===== src/rtl/i2cms_pkg.sv =====
// Shared word types and command codes for the I2C master bit sequencer.
`default_nettype none

package i2cms_pkg;

    localparam logic [2:0] FUNC_START = 3'd0;
    localparam logic [2:0] FUNC_STOP  = 3'd1;
    localparam logic [2:0] FUNC_SEND  = 3'd2;
    localparam logic [2:0] FUNC_RECV  = 3'd3;
    localparam logic [2:0] FUNC_SACK  = 3'd4;
    localparam logic [2:0] FUNC_RACK  = 3'd5;

    typedef struct packed {
        logic       cmd_valid;
        logic [2:0] func;
        logic [7:0] tx_byte;
        logic       ack_out;
        logic       sda_in;
    } in_word_t;

    typedef struct packed {
        logic       scl_level;
        logic       sda_level;
        logic       busy_res;
        logic       done_res;
        logic [7:0] rx_byte;
        logic       ack_in;
    } out_word_t;

endpackage

`default_nettype wire


===== src/rtl/i2cms_seq.sv =====
// Line-action sequencer: command state, step counters and one tick of line update.
`default_nettype none

module i2cms_seq (
    input  wire                  clk,
    input  wire                  rst_n,
    input  wire                  fire,
    input  i2cms_pkg::in_word_t  item,
    output i2cms_pkg::out_word_t result
);
    import i2cms_pkg::*;

    typedef enum logic [2:0] {
        K_START = 3'd0,
        K_STOP  = 3'd1,
        K_SEND  = 3'd2,
        K_RECV  = 3'd3,
        K_SACK  = 3'd4,
        K_RACK  = 3'd5,
        K_IDLE  = 3'd7
    } kind_t;

    kind_t      kind_reg, kind_next;
    logic [4:0] step_reg, step_next;
    logic [1:0] phase_reg, phase_next;
    logic [7:0] shift_reg, shift_next;
    logic       scl_reg, scl_next;
    logic       sda_reg, sda_next;
    logic [7:0] rcv_reg, rcv_next;
    logic       rack_reg, rack_next;
    logic       pend_reg, pend_next;
    logic       done;

    kind_t      kind;
    logic [4:0] step;
    logic [1:0] phase;
    logic [4:0] last_step;

    always_comb
    begin
        kind       = kind_reg;
        step       = step_reg;
        phase      = phase_reg;
        shift_next = shift_reg;
        pend_next  = pend_reg;
        scl_next   = scl_reg;
        sda_next   = sda_reg;
        rcv_next   = rcv_reg;
        rack_next  = rack_reg;
        kind_next  = kind_reg;
        step_next  = step_reg;
        phase_next = phase_reg;
        done       = 1'b0;
        last_step  = 5'd0;

        if (fire)
        begin
            // Take a new command only when idle; undefined codes are dropped.
            if (kind_reg == K_IDLE && item.cmd_valid &&
                item.func inside {[FUNC_START:FUNC_RACK]})
            begin
                kind  = kind_t'(item.func);
                step  = 5'd0;
                phase = 2'd0;
                if (item.func == FUNC_SEND)
                    shift_next = item.tx_byte;
                else if (item.func == FUNC_RECV)
                    shift_next = 8'd0;
                if (item.func == FUNC_SACK)
                    pend_next = item.ack_out;
            end

            kind_next  = kind;
            step_next  = step;
            phase_next = phase;

            case (kind)
                K_START:
                begin
                    last_step = 5'd3;
                    case (step[1:0])
                        2'd0:    sda_next = 1'b1;
                        2'd1:    scl_next = 1'b1;
                        2'd2:    sda_next = 1'b0;
                        default: scl_next = 1'b0;
                    endcase
                end
                K_STOP:
                begin
                    last_step = 5'd2;
                    case (step[1:0])
                        2'd0:    sda_next = 1'b0;
                        2'd1:    scl_next = 1'b1;
                        default: sda_next = 1'b1;
                    endcase
                end
                K_SEND:
                begin
                    // Drive the MSB, raise SCL, drop SCL and move to the next bit.
                    last_step = 5'd23;
                    case (phase)
                        2'd0: sda_next = shift_next[7];
                        2'd1: scl_next = 1'b1;
                        default:
                        begin
                            scl_next   = 1'b0;
                            shift_next = {shift_reg[6:0], 1'b0};
                        end
                    endcase
                    phase_next = (phase == 2'd2) ? 2'd0 : phase + 2'd1;
                end
                K_RECV:
                begin
                    last_step = 5'd24;
                    if (step == 5'd0)
                    begin
                        sda_next = 1'b1;
                    end
                    else
                    begin
                        case (phase)
                            2'd0:    scl_next   = 1'b1;
                            2'd1:    shift_next = {shift_next[6:0], item.sda_in};
                            default: scl_next   = 1'b0;
                        endcase
                        phase_next = (phase == 2'd2) ? 2'd0 : phase + 2'd1;
                    end
                end
                K_SACK:
                begin
                    last_step = 5'd2;
                    case (step[1:0])
                        2'd0:    sda_next = pend_next;
                        2'd1:    scl_next = 1'b1;
                        default: scl_next = 1'b0;
                    endcase
                end
                K_RACK:
                begin
                    last_step = 5'd3;
                    case (step[1:0])
                        2'd0:    sda_next  = 1'b1;
                        2'd1:    scl_next  = 1'b1;
                        2'd2:    rack_next = item.sda_in;
                        default: scl_next  = 1'b0;
                    endcase
                end
                default:
                begin
                    last_step = 5'd0;
                end
            endcase

            if (kind != K_IDLE)
            begin
                if (step == last_step)
                begin
                    done       = 1'b1;
                    kind_next  = K_IDLE;
                    step_next  = 5'd0;
                    phase_next = 2'd0;
                    if (kind == K_RECV)
                        rcv_next = shift_next;
                end
                else
                begin
                    step_next = step + 5'd1;
                end
            end
        end
    end

    always_ff @(posedge clk or negedge rst_n)
    begin
        if (!rst_n)
        begin
            kind_reg  <= K_IDLE;
            step_reg  <= 5'd0;
            phase_reg <= 2'd0;
            shift_reg <= 8'd0;
            scl_reg   <= 1'b1;
            sda_reg   <= 1'b1;
            rcv_reg   <= 8'd0;
            rack_reg  <= 1'b1;
            pend_reg  <= 1'b0;
        end
        else
        begin
            kind_reg  <= kind_next;
            step_reg  <= step_next;
            phase_reg <= phase_next;
            shift_reg <= shift_next;
            scl_reg   <= scl_next;
            sda_reg   <= sda_next;
            rcv_reg   <= rcv_next;
            rack_reg  <= rack_next;
            pend_reg  <= pend_next;
        end
    end

    assign result.scl_level = scl_next;
    assign result.sda_level = sda_next;
    assign result.busy_res  = (kind_next != K_IDLE);
    assign result.done_res  = done;
    assign result.rx_byte   = rcv_next;
    assign result.ack_in    = rack_next;

endmodule

`default_nettype wire


===== src/rtl/i2c_master_bit_sequencer.sv =====
// Top level of the I2C master bit sequencer: input word register, sequencer, result register.
// Usage:
//   Each word on the item channel is one line-timing tick. It carries the sampled
//   SDA level and, when the sequencer is idle, an optional command (start, stop,
//   send byte, receive byte, send ack, read ack). Every tick gives exactly one
//   word on the result channel: SCL and SDA drive, busy, done, the last received
//   byte and the last read ack.
//   Both channels use valid and stall; a word moves on an edge with valid high and
//   stall low.
//   A tick word is loaded into the input register when it is accepted, and passes
//   through the sequencer into the result register when it advances. Throughput:
//   one tick per cycle while the result side does not stall, set by the single pass
//   of counter and shift logic between the two registers.
//   Reset: both lines released high, sequencer idle, received byte zero, read ack
//   one, both registers empty.
//   Stall on the result side: the result word holds; the input register keeps
//   one more tick and then raises stall on the item side.
`default_nettype none

module i2c_master_bit_sequencer (
    input  wire                  clk,
    input  wire                  rst_n,
    input  wire                  item_valid,
    output logic                 item_stall,
    input  i2cms_pkg::in_word_t  item,
    output logic                 result_valid,
    input  wire                  result_stall,
    output i2cms_pkg::out_word_t result
);
    import i2cms_pkg::*;

    in_word_t  in_reg;
    logic      in_valid_reg;
    out_word_t out_reg;
    logic      out_valid_reg;
    out_word_t step_word;
    logic      advance;

    // Advance a tick whenever the result register is empty or being drained.
    assign advance    = in_valid_reg && (!out_valid_reg || !result_stall);
    // Stall only when a tick waits and cannot advance.
    assign item_stall = in_valid_reg && !advance;

    i2cms_seq u_seq (
        .clk    (clk),
        .rst_n  (rst_n),
        .fire   (advance),
        .item   (in_reg),
        .result (step_word)
    );

    always_ff @(posedge clk or negedge rst_n)
    begin
        if (!rst_n)
        begin
            in_valid_reg  <= 1'b0;
            out_valid_reg <= 1'b0;
        end
        else
        begin
            // Hold the input word until it advances; take a new one when free.
            if (item_valid && !item_stall)
                in_valid_reg <= 1'b1;
            else if (advance)
                in_valid_reg <= 1'b0;

            if (advance)
                out_valid_reg <= 1'b1;
            else if (!result_stall)
                out_valid_reg <= 1'b0;
        end
    end

    always_ff @(posedge clk)
    begin
        if (item_valid && !item_stall)
            in_reg <= item;
        if (advance)
            out_reg <= step_word;
    end

    assign result_valid = out_valid_reg;
    assign result       = out_reg;

endmodule

`default_nettype wire


===== config.mk =====
export PLATFORM = sky130hd
export DESIGN_NAME = i2c_master_bit_sequencer
export DESIGN_NICKNAME = d
export VERILOG_FILES = /design/src/rtl/i2cms_pkg.sv /design/src/rtl/i2cms_seq.sv /design/src/rtl/i2c_master_bit_sequencer.sv
export SDC_FILE = /design/constraint.sdc
export NUM_CORES = 1
export LEC_CHECK = 0
export BUFFER_PORTS_ARGS = -buffer_cell sky130_fd_sc_hd__buf_4
export CORE_ASPECT_RATIO = 1.75
export CORE_MARGIN = 5
export CORE_UTILIZATION = 50
export CTS_CLUSTER_DIAMETER = 30
export DETAILED_ROUTE_END_ITERATION = 7
export PLACE_DENSITY = 0.78
export REMOVE_ABC_BUFFERS = 1
export SLEW_MARGIN = 10
export SYNTH_ARGS = -nofsm -noshare
export SYNTH_HDL_FRONTEND = slang
export SYNTH_SLANG_ARGS = --single-unit

===== constraint.sdc =====
create_clock -name clk -period 3.85 [get_ports clk]
set_input_delay 0.5775 -clock clk [delete_from_list [all_inputs] [get_ports clk]]
set_output_delay 0.5775 -clock clk [all_outputs]
set_load 0.05 [all_outputs]

Word-level counts from Yosys, hierarchy flattened

Index checks and enable logic that the tools add are counted.

Equality and inequality tests: 17
Add/sub/neg operators: 2
Order comparisons: 2
Reductions and logical operators: 20
Mux-type cells: 55

Operators with widths:

| cell                | count |
|---|---|
| $mux 8              | 10 |
| $mux 5              | 5 |
| $pmux 5 s4          | 1 |
| $mux 1              | 18 |
| $pmux 8 s2          | 1 |
| $mux 3              | 5 |
| $eq 3x2->1 const B  | 4 |
| $eq 3x3->1 const B  | 4 |
| $mux 2              | 6 |
| $pmux 1 s2          | 6 |
| $reduce_or 2->1     | 4 |
| $logic_and 1x1->1   | 6 |
| $ne 3x3->1 const B  | 2 |
| $pmux 1 s6          | 1 |
| $add 5x1->5 const B | 1 |
| $eq 5x5->1          | 1 |
| $logic_not 5->1     | 1 |
| $pmux 1 s5          | 1 |
| $eq 2x1->1 const B  | 2 |
| $eq 2x2->1 const B  | 2 |
| $logic_not 1->1     | 4 |
| $logic_not 2->1     | 2 |
| $pmux 2 s2          | 1 |
| $eq 3x1->1 const B  | 1 |
| 7 further kinds     | 7 |

Logic and storage cells: 118
Output and inout bits: 15
Register bits after elaboration: 59

Logic depth before layout (Yosys ltp)

Depth in word-level cells: 14
Depth in mapped cells: 13
Depth with buffers taken out: 10

By module

From an unflattened synthesis, not the netlist that was laid out.

Cells, all modules: 312
Area, all modules: 3279.4 sq um

Modules (own cells, without submodules):

| module                   | cells each | sequential area each (sq um) | times used | area an instance (sq um) |
|---|---|---|---|---|
| i2cms_seq                | 277        | 758.2                        | 1          | 2376.0 |
| i2c_master_bit_sequencer | 35         | 860.8                        | 1          | 903.4 |

Worst setup path after synthesis

No wires, ideal clock.

Path kind: flip-flop to flip-flop
From: register u_seq.kind_reg[0]
To: register out_reg (netlist bit result[2]) (data pin)
Arrival time: 2583 ps
Stages on the path, launching flop included: 13
Setup time: 263 ps
Clock period less this slack: 2846 ps
Path buffers: 3
Path slack: 1004 ps
Cells stage by stage: dfstp_2 -> buf_4 -> and4_1 -> nand2_1 -> clkbuf_1 -> nand2_1 -> ha_1 -> clkbuf_1 -> a211oi_1 -> nand2_1 -> a31oi_1 -> nor2_1 -> mux2_2

RTL lines:

| element                | RTL line                       | source |
|---|---|---|
| start, declared        | i2cms_seq.sv:23                | `kind_t kind_reg, kind_next;` |
| start signal, assigned | i2cms_seq.sv:189               | `kind_reg <= kind_next;` |
| end signal, assigned   | i2c_master_bit_sequencer.sv:79 | `out_reg <= step_word;` |
| end, declared          | i2c_master_bit_sequencer.sv:34 | `out_word_t out_reg;` |

==> impl_results.md <==
* Drt first pass iters at 5
* Worst Path Arrival at 3220 ps
* Layout net count at 389
* Fin crit period at between 3000 and 4000 ps
* Synth top area cells: edfxtp_1 (25%), dfrtp_1 (20%), nand2_1 (5.2%)
* Slew Limit Fails at 0
* Max Clock Freq at 318 MHz
* Setup bufs post-CTS at 0
* Share of cells above drive strength 1 at 22.3%
* Core area at 6490 sq um
* Crit path max fanout at 18
* Period utilisation layout at 81.8%
* Wire per inst at 18.8 microns
* I/O pin cnt at 33
* Chip height at 117 microns
* Die W at 71.3 microns
* RR Endpoint: result[1]$_DFFE_PP_
* Leak at 1.54 nW
* Async SR Flop Fraction at 54.2%
* H-tree depth at 3
* Max reg flops at 14
* Post-DRT Antenna Nets at 0
* Worst R2R Start: u_seq.kind_reg[0]$_DFF_PN1_
* Setup_tns at 0 ps
* HPWL Detailed at 5.98 mm
* Fin area at approximately 4000 sq um
* Via count at 2,741
* Largest area contributor in the netlist: edfxtp_1
* GP Congestion at slightly below 1
* RSZ-0062 raised after global routing: false
* Clock latency on the worst-skew pair at between 300 and 400 ps
* Worst Setup End Kind: register
* Max_cap viols at 0
* CTS sink count at 59
* Post-synth top area share at 24.6%
* CTS Buf Count at 9
* Synthesized flop and latch total at 59
* Vias in the first global route at 2,861
* Worst Clk Skew at 4.34 ps
* First-pass GRT wire length at 13.8 mm
* Fin util at 60.2%
* Area Overhead vs Synth at 18.9%
* Clock Pin Slew Worst Setup and Hold Paths at 50 ps
* Drt drc at 0
* Maximum clock insertion buffer count at 2
* Worst-Margin Slew at 773 ps
* Pwr/cell area at 607 nW/um^2
* Cell variety after synth at 53
* Ys flop type: edfxtp_1
* Outcome: finished, final reports clean
* PnR Total Power at 2.38 mW
* DRT Wirelength at 8.51 mm
* Initial antenna violation count at 0
* Grt ovf at 0
* Commonest cells after routing, fill and taps aside: nand2_1 (46), buf_4 (40), edfxtp_1 (27), o21ai_0 (26), dfrtp_1 (26)
* Total GRT Usage at 21.4%
* Number of diodes at 0
* FP Rows at 39
* # hold bufs at CTS at 0
* Final Hold Fails at 0
* Sequential area share after synthesis at 49.2%
* Post_cts resized at 0
* Startpoint types: register
* CTS root buffer: clkbuf_16
* Ys Warns at 0
* Critical path type: reg2reg
* Worst min path class: in2async
* Mapped Cells at 335
* Avg Cell Area, Syn at about 9.8 sq um
* Largest net degree at the start of global routing at 33
* DIE AREA at 8370 sq um
* VDD IR-drop max at between 0.0003 and 0.0004 V
* Starting Density at roughly half
* Mapped Area at approximately 3300 sq um
* CTS tree: yes
* Commonest non-fill, non-tap cell in the layout: nand2_1
* Critical Path RT at a little under 4000 ps
* Port Buffer Count at 32
* Avg Vias per Cell at 6.04
* Final setup viols at 0
* R2r worst-path depth at 7
* DRT iter0 DRCs at 190
* Post-synth EDFFs at 27
* Area after DPL at approximately 3600 sq um
* Worst reg2reg setup slack at 700 ps
* Relative slew slack at 48.1%
* Final hold slack at 185 ps
-- final cells by class --
cell class	count	area, sq um
Fill cell	538	2580
Sequential cell	59	1620
Multi-Input combinational cell	249	1560
Timing Repair Buffer	40	300
Clock buffer	13	280
Tap cell	82	103
Inverter	8	30.0
Clock inverter	3	20.0
-- critical path: stages (launching register included) --
cell and delay (ps):
dfstp_2 760, inv_1 280, or4_1 520, nand3_1 90
a21oi_1 80, or2_4 300, nor3_4 460, mux2_2 410
-- logic make-up (layout without fill, tap and decap cells) --
| logic type | count (synthesis) | after routing | synth area share [%] |
|---|---|---|---|
| fa+ha+maj | 4 | 4 | 1.52 |
| buf+inv | 27 | 64 | 3.42 |
| flops | 59 | 59 | 49.2 |
| simple gates | 133 | 133 | 20.6 |
| mux | 20 | 20 | 6.54 |
| compound gates | 92 | 92 | 18.7 |
-- metrics by stage --
stage | worst slack [ps] | instances
floorplan | 817 | 316
global placement | 823 | 438
detailed placement | 768 | 438
CTS | 724 | 454
global route | 566 | 454
finish | 703 | 454
-- cell usage after synthesis, types with 5 or more instances --
master and count:
nand2_1 46, nor3_1 10, mux2i_1 8, mux2_2 12
a31oi_1 11, dfrtp_1 26, clkbuf_1 14, inv_1 8
nor2b_1 12, a211oi_1 7, nand3_1 15, o211ai_1 6
nand2b_1 5, o22a_1 5, a21oi_1 11, o21ai_0 26
edfxtp_1 27, nor2_1 22, dfstp_2 6
-- how the worst max path moves through the flow --
stage                                            from                  end  cells past startpoint
after floorplan           u_seq.kind_reg[0]$_DFF_PN1_  result[5]$_DFFE_PP_                      7
after global placement    u_seq.kind_reg[0]$_DFF_PN1_  result[6]$_DFFE_PP_                      7
after detailed placement  u_seq.kind_reg[0]$_DFF_PN1_  result[6]$_DFFE_PP_                      7
after CTS                 u_seq.kind_reg[0]$_DFF_PN1_  result[1]$_DFFE_PP_                      7
after global routing      u_seq.kind_reg[0]$_DFF_PN1_  result[6]$_DFFE_PP_                      8
final                     u_seq.kind_reg[0]$_DFF_PN1_  result[1]$_DFFE_PP_                      7
-- power breakdown --
part / total (mW) / internal, mW / switching, mW
clock: 0.770 / 0.503 / 0.267
sequential: 0.904 / 0.781 / 0.123
combinational: 0.701 / 0.266 / 0.436
total: 2.38 / 1.55 / 0.826
-- layer usage --
| layer | global-route usage, % | vias to the layer above | routed length (microns) |
|---|---|---|---|
| met4 | 17.2 | 0 | 568 |
| met1 | 22.3 | 1298 | 3130 |
| met3 | 4.02 | 34 | 328 |
| met2 | 36.3 | 97 | 4490 |
| met5 | 0 | - | 0 |
| li1 | - | 1312 | - |
(Power assumes the default switching activity.)
